===== config.mk =====
export PLATFORM = sky130hd
export DESIGN_NAME = merge_two_sorted_lists_top
export DESIGN_NICKNAME = d
export VERILOG_FILES = /design/src/rtl/core/mtsl_pkg.sv /design/src/rtl/core/mtsl_front.sv /design/src/rtl/core/mtsl_back.sv /design/src/rtl/core/merge_two_sorted_lists_top.sv
export SDC_FILE = /design/constraint.sdc
export NUM_CORES = 2
export LEC_CHECK = 0
export CELL_PAD_IN_SITES_DETAIL_PLACEMENT = 0
export CELL_PAD_IN_SITES_GLOBAL_PLACEMENT = 1
export CORE_UTILIZATION = 40
export CTS_BUF_LIST = sky130_fd_sc_hd__clkbuf_4 sky130_fd_sc_hd__clkbuf_8
export DETAILED_ROUTE_END_ITERATION = 10
export DONT_BUFFER_PORTS = 1
export PLACE_DENSITY_LB_ADDON = 0.3
export SLEW_MARGIN = 40
export SYNTH_ARGS = -nofsm -noshare
export SYNTH_HDL_FRONTEND = slang
export SYNTH_SLANG_ARGS = --single-unit

===== constraint.sdc =====
create_clock -name clk -period 5.45 [get_ports clk]
set_input_delay 1.09 -clock clk [delete_from_list [all_inputs] [get_ports clk]]
set_output_delay 1.09 -clock clk [all_outputs]
set_load 0.005 [all_outputs]

===== src/rtl/core/mtsl_pkg.sv =====
// Package for the two-list merge block: widths, command codes, the queue word.
// Used by every module under rtl/core; depends on nothing else.
package mtsl_pkg;

    localparam int DEPTH_DEF = 32;
    localparam int VALUE_W   = 32;
    localparam int CMD_W     = 2;

    // Command codes on the input port
    localparam logic [CMD_W-1:0] CMD_PUSH_FIRST  = 2'd0;
    localparam logic [CMD_W-1:0] CMD_PUSH_SECOND = 2'd1;
    localparam logic [CMD_W-1:0] CMD_MERGE       = 2'd2;

    // Operation held in the queue after decode
    typedef enum logic [1:0] {
        OP_PUSH_FIRST,
        OP_PUSH_SECOND,
        OP_MERGE
    } op_t;

    // One queued word: the decoded operation and its operand
    typedef struct packed {
        op_t                       op;
        logic signed [VALUE_W-1:0] value;
    } qword_t;

endpackage


===== src/rtl/core/mtsl_front.sv =====
// Front end: decodes accepted commands and holds them in a two-word queue.
// Depends on mtsl_pkg.
module mtsl_front (
    input  logic            clk,
    input  logic            rst_n,
    input  logic            start,
    input  logic [1:0]      command,
    input  logic [31:0]     value,
    output logic            busy,
    output logic            q_valid,
    output mtsl_pkg::qword_t q_word,
    input  logic            q_pop
);
    import mtsl_pkg::*;

    qword_t     slot_reg [2];
    logic       wr_ptr_reg;
    logic       rd_ptr_reg;
    logic [1:0] fill_reg;

    logic   full;
    logic   keep;
    qword_t dec_word;
    logic   do_push;
    logic   do_pop;

    assign full    = (fill_reg == 2'd2);
    assign busy    = full;
    assign q_valid = (fill_reg != 2'd0);
    assign q_word  = slot_reg[rd_ptr_reg];

    // Classify; drop the unused code here
    always_comb
    begin
        dec_word.value = value;
        dec_word.op    = OP_MERGE;
        keep           = 1'b1;
        case (command)
            CMD_PUSH_FIRST:  dec_word.op = OP_PUSH_FIRST;
            CMD_PUSH_SECOND: dec_word.op = OP_PUSH_SECOND;
            CMD_MERGE:       dec_word.op = OP_MERGE;
            default:         keep        = 1'b0;
        endcase
    end

    assign do_push = start && !full && keep;
    assign do_pop  = q_pop && q_valid;

    always_ff @(posedge clk or negedge rst_n)
    begin
        if (!rst_n)
        begin
            wr_ptr_reg <= 1'b0;
            rd_ptr_reg <= 1'b0;
            fill_reg   <= 2'd0;
        end
        else
        begin
            if (do_push)
                wr_ptr_reg <= !wr_ptr_reg;
            if (do_pop)
                rd_ptr_reg <= !rd_ptr_reg;
            if (do_push && !do_pop)
                fill_reg <= fill_reg + 2'd1;
            else if (do_pop && !do_push)
                fill_reg <= fill_reg - 2'd1;
        end
    end

    always_ff @(posedge clk)
    begin
        if (do_push)
            slot_reg[wr_ptr_reg] <= dec_word;
    end

endmodule


===== src/rtl/core/mtsl_back.sv =====
// Back end: holds both lists and their counts, runs pushes and the merge walk.
// Depends on mtsl_pkg.
module mtsl_back #(
    parameter int DEPTH = mtsl_pkg::DEPTH_DEF
) (
    input  logic                    clk,
    input  logic                    rst_n,
    input  logic                    q_valid,
    input  mtsl_pkg::qword_t        q_word,
    output logic                    q_pop,
    output logic                    valid,
    output logic signed [31:0]      merged_value,
    output logic                    from_second,
    output logic                    last
);
    import mtsl_pkg::*;

    localparam int CW = $clog2(DEPTH + 1);
    localparam int IW = (DEPTH > 1) ? $clog2(DEPTH) : 1;

    typedef enum logic {
        ST_IDLE,
        ST_RUN
    } state_t;

    logic signed [VALUE_W-1:0] a_mem [DEPTH];
    logic signed [VALUE_W-1:0] b_mem [DEPTH];
    logic signed [VALUE_W-1:0] a_rd_reg;
    logic signed [VALUE_W-1:0] b_rd_reg;

    state_t  state_reg, state_next;
    logic [CW-1:0] a_cnt_reg, a_cnt_next;
    logic [CW-1:0] b_cnt_reg, b_cnt_next;
    logic [CW-1:0] i_reg, i_next;
    logic [CW-1:0] j_reg, j_next;
    logic                      valid_reg, valid_next;
    logic signed [VALUE_W-1:0] value_reg, value_next;
    logic                      src_reg, src_next;
    logic                      last_reg, last_next;

    logic a_has;
    logic b_has;
    logic take_a;
    logic run_end;
    logic a_wr;
    logic b_wr;

    assign q_pop = q_valid && (state_reg == ST_IDLE);
    assign a_wr  = q_pop && (q_word.op == OP_PUSH_FIRST)  && (a_cnt_reg < CW'(DEPTH));
    assign b_wr  = q_pop && (q_word.op == OP_PUSH_SECOND) && (b_cnt_reg < CW'(DEPTH));

    assign a_has   = (i_reg < a_cnt_reg);
    assign b_has   = (j_reg < b_cnt_reg);
    assign take_a  = a_has && (!b_has || (a_rd_reg < b_rd_reg));
    assign run_end = (({1'b0, i_reg} + {1'b0, j_reg} + (CW+1)'(1))
                      == ({1'b0, a_cnt_reg} + {1'b0, b_cnt_reg}));

    always_comb
    begin
        state_next = state_reg;
        a_cnt_next = a_cnt_reg;
        b_cnt_next = b_cnt_reg;
        i_next     = i_reg;
        j_next     = j_reg;
        valid_next = 1'b0;
        value_next = value_reg;
        src_next   = src_reg;
        last_next  = 1'b0;
        case (state_reg)
            ST_IDLE:
            begin
                if (a_wr)
                    a_cnt_next = a_cnt_reg + CW'(1);
                if (b_wr)
                    b_cnt_next = b_cnt_reg + CW'(1);
                if (q_pop && (q_word.op == OP_MERGE)
                    && ((a_cnt_reg != '0) || (b_cnt_reg != '0)))
                    state_next = ST_RUN;
            end
            ST_RUN:
            begin
                // Emit the smaller head; a tie goes to the second list
                valid_next = 1'b1;
                value_next = take_a ? a_rd_reg : b_rd_reg;
                src_next   = !take_a;
                last_next  = run_end;
                if (take_a)
                    i_next = i_reg + CW'(1);
                else
                    j_next = j_reg + CW'(1);
                if (run_end)
                begin
                    state_next = ST_IDLE;
                    a_cnt_next = '0;
                    b_cnt_next = '0;
                    i_next     = '0;
                    j_next     = '0;
                end
            end
            default:
                state_next = ST_IDLE;
        endcase
    end

    always_ff @(posedge clk or negedge rst_n)
    begin
        if (!rst_n)
        begin
            state_reg <= ST_IDLE;
            a_cnt_reg <= '0;
            b_cnt_reg <= '0;
            i_reg     <= '0;
            j_reg     <= '0;
            valid_reg <= 1'b0;
            value_reg <= '0;
            src_reg   <= 1'b0;
            last_reg  <= 1'b0;
        end
        else
        begin
            state_reg <= state_next;
            a_cnt_reg <= a_cnt_next;
            b_cnt_reg <= b_cnt_next;
            i_reg     <= i_next;
            j_reg     <= j_next;
            valid_reg <= valid_next;
            value_reg <= value_next;
            src_reg   <= src_next;
            last_reg  <= last_next;
        end
    end

    // List storage; read the next heads into registers so they are ready in the next cycle
    always_ff @(posedge clk)
    begin
        if (a_wr)
            a_mem[a_cnt_reg[IW-1:0]] <= q_word.value;
        if (b_wr)
            b_mem[b_cnt_reg[IW-1:0]] <= q_word.value;
        a_rd_reg <= a_mem[i_next[IW-1:0]];
        b_rd_reg <= b_mem[j_next[IW-1:0]];
    end

    assign valid        = valid_reg;
    assign merged_value = value_reg;
    assign from_second  = src_reg;
    assign last         = last_reg;

endmodule


===== src/rtl/core/merge_two_sorted_lists_top.sv =====
// Top level of the two-list merge block: front decode queue plus back execution unit.
// Depends on mtsl_pkg, mtsl_front and mtsl_back.
//
// A word is taken at a rising edge with start high and busy low. Commands: push to the
// first list, push to the second list, merge. Words pass through a two-word queue, so the
// front keeps taking words while the back is working; busy is high only while that queue
// holds two words. The back unit takes a push while idle, so pushes sustain one per cycle
// while no merge runs. A merge of n stored values emits n results on consecutive cycles,
// one per cycle; popping the merge word moves the back to its run state, which registers
// the first result. The list memories, read once per cycle at the next head, set that pace.
// While a merge runs the queue does not drain, so at most two more words are taken.
// Each result is marked by valid for exactly one cycle and cannot be held off: capture it
// on that cycle. last marks the final result of a merge; a merge of two empty lists emits
// nothing. Ties go to the second list first. Pushes to a full list and the unused command
// code are dropped without a trace. Both lists empty after each merge.
module merge_two_sorted_lists_top #(
    parameter int DEPTH = mtsl_pkg::DEPTH_DEF
) (
    input  logic               clk,
    input  logic               rst_n,
    input  logic               start,
    input  logic [1:0]         command,
    input  logic signed [31:0] value,
    output logic               busy,
    output logic               valid,
    output logic signed [31:0] merged_value,
    output logic               from_second,
    output logic               last
);
    import mtsl_pkg::*;

    logic   q_valid;
    logic   q_pop;
    qword_t q_word;

    // Decode and buffer incoming words
    mtsl_front u_front (
        .clk     (clk),
        .rst_n   (rst_n),
        .start   (start),
        .command (command),
        .value   (value),
        .busy    (busy),
        .q_valid (q_valid),
        .q_word  (q_word),
        .q_pop   (q_pop)
    );

    // Store lists and run the merge walk
    mtsl_back #(
        .DEPTH (DEPTH)
    ) u_back (
        .clk          (clk),
        .rst_n        (rst_n),
        .q_valid      (q_valid),
        .q_word       (q_word),
        .q_pop        (q_pop),
        .valid        (valid),
        .merged_value (merged_value),
        .from_second  (from_second),
        .last         (last)
    );

endmodule


# --- After elaboration in Yosys (flattened, before gate mapping) ---
# Memories as Yosys holds them, arrays and structs flattened. A register that Yosys moved wholly into a read port is not among the register bits.
# Index checks and enable logic that the tools add are counted.
# Widths: inputs -> output; s select.
totals:
  ff_bits: 64
  ramBits: 2116
  in_bits: 37
  output_inout_bits: 36
  wordCells: 103
  memories: 3
memory_table:
  columns: ["memory", "depth", "width", "rd", "rd_clocked_by_memory_dff", "write_ports", "line", "rtl"]
  rows:
  - ["u_back.a_mem", 32, 32, 1, 1, 1, "mtsl_back.sv:26", "logic signed [VALUE_W-1:0] a_mem [DEPTH];"]
  - ["u_back.b_mem", 32, 32, 1, 1, 1, "mtsl_back.sv:27", "logic signed [VALUE_W-1:0] b_mem [DEPTH];"]
  - ["u_front.slot_reg", 2, 34, 1, 0, 1, "mtsl_front.sv:16", "qword_t slot_reg [2];"]
classes:
  add_sub_neg: 9
  order_cmp: 5
  eq_ne: 10
  muxes: 27
  bitwise_logic: 1
  n_reduce_logical: 34
op_table:
  columns: ["op", "n"]
  rows:
  - ["$mux 6", 7]
  - ["$lt 32x32->1", 1]
  - ["$mux 32", 1]
  - ["$add 6x1->6 const B", 4]
  - ["$pmux 6 s2", 2]
  - ["$add 6x6->7", 2]
  - ["$logic_and 1x1->1", 13]
  - ["$lt 6x6->1", 2]
  - ["$lt 6x6->1 const B", 2]
  - ["$reduce_bool 6->1", 2]
  - ["$mux 1", 11]
  - ["$mux 5", 2]
  - ["$reduce_and 2->1", 4]
  - ["$add 7x1->7 const B", 1]
  - ["$eq 7x7->1", 1]
  - ["$logic_not 1->1", 7]
  - ["$eq 2x2->1 const B", 3]
  - ["$reduce_bool 2->1", 3]
  - ["$eq 2x1->1 const B", 2]
  - ["$logic_not 2->1", 2]
  - ["$mux 2", 2]
  - ["$ne 2x1->1 const B", 2]
  - ["$ne 2x2->1 const B", 2]
  - ["$pmux 2 s2", 1]
  - ["other kinds (6)", 7]

# --- Longest topological paths before layout ---
depth:
  depth_word: 8
  ltp_mapped: 20
  ltp_nobuf: 16

# --- Modules after synthesis ---
# Synthesis repeated with hierarchy kept, for this count alone.
hier_totals:
  cells_unflattened: 6491
  hier_area_um2: 92497.5
by_module_without_submodules:
  columns: ["module", "instances", "cells_per_inst", "area_each_um2", "seq_area_each_um2"]
  rows:
  - ["mtsl_back", 1, 6363, 89662.2, 64281.7]
  - ["mtsl_front", 1, 128, 2835.2, 2142.1]

# --- Worst setup path after synthesis ---
# No wires, ideal clock.
synth_path:
  kind: "reg-to-reg"
  start: "reg u_back.state_reg"
  end: "mem u_back.b_mem[31][0], enable pin"
  setup_ns: 0.421
  t_arrival_ns: 4.125
  setup_slack_ns: 0.904
  stages_incl_launch_ff: 10
  path_buffers: 3
  cell_sequence: "dfrtp_1 clkbuf_1 inv_1 clkbuf_1 clkbuf_1 o21ai_0 a211o_1 nor3_1 nand2_1 nor2_1"
synth_between:
  elab_chain_len: 6
synth_rtl:
  columns: ["element", "line", "rtl"]
  rows:
  - ["start, declared", "mtsl_back.sv:31", "state_t state_reg, state_next;"]
  - ["start signal, assigned", "mtsl_back.sv:121", "state_reg <= state_next;"]
  - ["$not 1->1", "mtsl_back.sv:48", "assign q_pop = q_valid && (state_reg == ST_IDLE);"]
  - ["$logic_and 1x1->1", "mtsl_back.sv:48", null]
  - ["$logic_and 1x1->1 (2 in series)", "mtsl_back.sv:50", "assign b_wr = q_pop && (q_word.op == OP_PUSH_SECOND) && (b_cnt_reg < CW'(DEPTH));"]
  - ["$mux 1", "mtsl_back.sv:138", "if (b_wr)"]
  - ["$mux 1 (not written as such)", "mtsl_back.sv:139", "b_mem[b_cnt_reg[IW-1:0]] <= q_word.value;"]
  - ["end, declared", "mtsl_back.sv:27", null]
# No other way between the ends.

# --- Worst setup path after layout ---
layout_path:
  start: "reg u_back.a_rd_reg[23] (read register of u_back.a_mem)"
  end: "reg u_back.a_rd_reg[0] (read register of u_back.a_mem)"
layout_between:
  elab_chain_len: 6
layout_rtl:
  columns: ["element", "line", "rtl"]
  rows:
  - ["start, declared", "mtsl_back.sv:28", "logic signed [VALUE_W-1:0] a_rd_reg;"]
  - ["$lt 32x32->1", "mtsl_back.sv:54", "assign take_a = a_has && (!b_has || (a_rd_reg < b_rd_reg));"]
  - ["$logic_or 1x1->1", "mtsl_back.sv:54", null]
  - ["$logic_and 1x1->1", "mtsl_back.sv:54", null]
  - ["$mux 6", "mtsl_back.sv:87", "if (take_a)"]
  - ["$mux 6", "mtsl_back.sv:91", "if (run_end)"]
  - ["$mux 5", "mtsl_back.sv:69", "case (state_reg)"]
# No other way between the ends. The select of a mux whose other input is x is not followed.
# A chain may end at the register's enable or synchronous reset.

==> flow_metrics.tcl <==
set metrics [dict create \
    die_w_um 488 \
    slew_headroom_pct 40.5 \
    setup_viol 0 \
    worst_slew_pin_slew_ns 0.892 \
    post_cts_buffers 0 \
    ios 73 \
    reg2reg_slack_ns 0.18 \
    hp-class "in -> reg" \
    syn-instance-count 7005 \
    clock_latency_ns 1.13 \
    fillers 20667 \
    synthArstFlopShare_pct 2.85 \
    register_area_sq_um 66400 \
    drt_iter0_drc 7164 \
    viasPerCell 5.99 \
    place.gp.congestion 0.832 \
    grt_pass1_wl_um 434000 \
    cts_sinks 2244 \
    synth_edf_count 2116 \
    cap_violations 0 \
    min-delay-start "command[1]" \
    dp_hpwl_um 175000 \
    vias 63831 \
    core_sq_um 235000 \
    syn_nets 7108 \
    timing.rr.end "u_back.a_rd_reg[0]" \
    layout_setup_ws_ns 0.181 \
    pre_cts_slack_ns -0.123 \
    hold_depth 1 \
    rows 178 \
    crit_fanout 91 \
    critPathLaunchType "flop" \
    cts.path.max_buffers 4 \
    start_util_pct 40.2 \
    portBuffers 0 \
    postLayoutCellArea_sq_um 109000 \
    layout_min_cycle_time_ns 5.27 \
    synthFlopType "edfxtp_1" \
    fin_nets 7326 \
    drv_slew 0 \
    ff2ff_path_depth 14 \
    finalHoldViolCount 0 \
    synth-seq-cells 2244 \
    avgSynthCellArea_sq_um 13.5 \
    layout-drive-gt1-share_pct 15.4 \
    critPathRequiredTime_ns 6.35 \
    wl_um 303000 \
    grtUsageTotal_pct 25.0 \
    status "finished clean" \
    grt_max_degree 131 \
    firstDrtPassIters 8 \
    numCtsBuffers 394 \
    clk_pin_slew_worst_paths_ns 0.06 \
    syn_area_sq_um 94500 \
    grt_pass1_vias 61921 \
    dieArea_sq_um 238000 \
    place_area_sq_um 101000 \
    crit_arrival_ns 6.17 \
    rsz0062_at_grt "no" \
    antenna_found_initial 11 \
    r2r-start "u_back.a_rd_reg[23]" \
    crit_type "reg -> reg" \
    area_growth_pct 15.0 \
    yosysWarnings 0 \
    multi_input_area_sq_um 26300 \
    dieHeight_um 488 \
    globalRoute.totalOverflow 0 \
    yosysSeqAreaShare_pct 70.3 \
    ctsHtreeMaxLevel 5 \
    ys_types 86 \
    drcViolationCount 0 \
    ant_nets 0 \
    clockRootBuffer "clkbuf_8" \
    cts_tree "built" \
    fmax_mhz 190 \
    hold-path-endpoint "u_front.slot_reg[1][32]" \
    fin_worst_skew_ns 0.117 \
    fin_crit_sh_pct 96.7 \
    crit_path_end_kind "flop" \
    wire_per_inst_um 28.4 \
]
## per-layer routing
metal	global-route usage [%]	vias to the layer above	wire (um)
met3	4.00	489	22100
met5	0	-	0
met4	10.2	0	11700
met2	40.6	2740	144000
met1	33.2	32648	125000
li1	-	27954	-
## final cells by class
cell class              instances  share of cell area [%]
diodes                          3                 0.00691
multi-input cells            4159                    24.2
flip-flops and latches       2244                    61.1
clock buffers                 547                    6.16
well taps                    3150                    3.63
repair buffers                360                    3.81
inverters                      64                   0.250
clock inverters               136                   0.806
## how the worst max path moves through the flow
stage / cells past startpoint / start / end / slack [ns]
after floorplan: 9 / u_back.state_reg / u_back.b_mem[31][0] / 0.90
after global placement: 15 / u_back.a_rd_reg[22] / u_back.a_rd_reg[31] / -0.51
after CTS: 15 / u_back.a_rd_reg[22] / u_back.a_rd_reg[31] / 0.07
after global routing: 17 / u_back.a_cnt_reg[0] / u_back.a_rd_reg[31] / 0.008
after detailed placement: 15 / u_back.a_rd_reg[22] / u_back.a_rd_reg[31] / -0.12
final: 14 / u_back.a_rd_reg[23] / u_back.a_rd_reg[0] / 0.18
## logic make-up after synthesis
| kind of cell | share of synthesized area [%] |
|---|---|
| DFF | 70.3 |
| and+or+nand+nor | 8.73 |
| AOI/OAI and AO/OA | 13.6 |
| buffers and inverters | 2.69 |
| muxes | 3.51 |
| adders and majority gates | 0.890 |
| xor gates and xnor gates | 0.291 |
## cell usage in the layout, fill, tap and decap left out, types with 90 or more instances in the layout
cell type,count
a211oi_1,133
o221ai_1,186
buf_4,208
o22ai_1,443
edfxtp_1,2116
nor2_1,283
mux2i_1,219
clkbuf_8,413
a31oi_1,134
a221oi_1,90
clkbuf_4,134
and3_1,163
nand2_1,986
nor3_1,191
a21oi_1,371
## critical path, cell delays in order (launching register included)
cell and delay (ns):
dfxtp_1 0.62, ha_1 0.36, a41oi_1 0.21, o21ai_0 0.26, a22oi_1 0.31, a31oi_1 0.20, or4_4 0.61, a211oi_1 0.56
a22oi_2 0.20, buf_12 0.25, a211oi_1 0.29, a211o_1 0.18, nand3_1 0.10, buf_4 0.21, nor4_1 0.65
## through the flow
step | TNS, ns | instances | hold slack (ns) | utilization [%]
after floorplan | 0 | 7005 | 0.352 | -
after global placement | -0.953 | 9911 | 0.463 | 42.5
after detailed placement | -0.123 | 9938 | 0.465 | 42.8
after CTS | 0 | 10656 | 0.100 | 46.2
after global routing | 0 | 10661 | 0.157 | 46.2
final | 0 | 10663 | 0.214 | 46.2
## Yosys cell counts (64+ instances only)
| library cell | n | area (sq um) |
|---|---|---|
| edfxtp_1 | 2116 | 63500 |
| nand2_1 | 997 | 3740 |
| o22ai_1 | 443 | 2770 |
| a21oi_1 | 372 | 1860 |
| nor2_1 | 349 | 1310 |
| clkbuf_1 | 324 | 1220 |
| mux2i_1 | 219 | 2190 |
| nor3_1 | 197 | 986 |
| o221ai_1 | 189 | 1660 |
| and3_1 | 163 | 1020 |
| buf_2 | 148 | 741 |
| a31oi_1 | 136 | 851 |
| a211oi_1 | 133 | 998 |
| mux2_2 | 100 | 1130 |
| a221oi_1 | 91 | 797 |
| a22oi_1 | 65 | 488 |
| dfrtp_1 | 64 | 1600 |
| dfxtp_1 | 64 | 1280 |
| ha_1 | 64 | 801 |
## what timing repair did
action | 4_1_cts | 5_1_grt
pin swaps | 0 | 1
gates cloned | 0 | 1
hold buffers | 35 | 0
endpoints found under the hold margin | 130 | 0
gates resized for setup | 1 | 5
setup endpoints to repair | 1 | 2
Power is not shown: default switching activity piles up to over one toggle a cycle in this logic, so the estimate is an artifact.
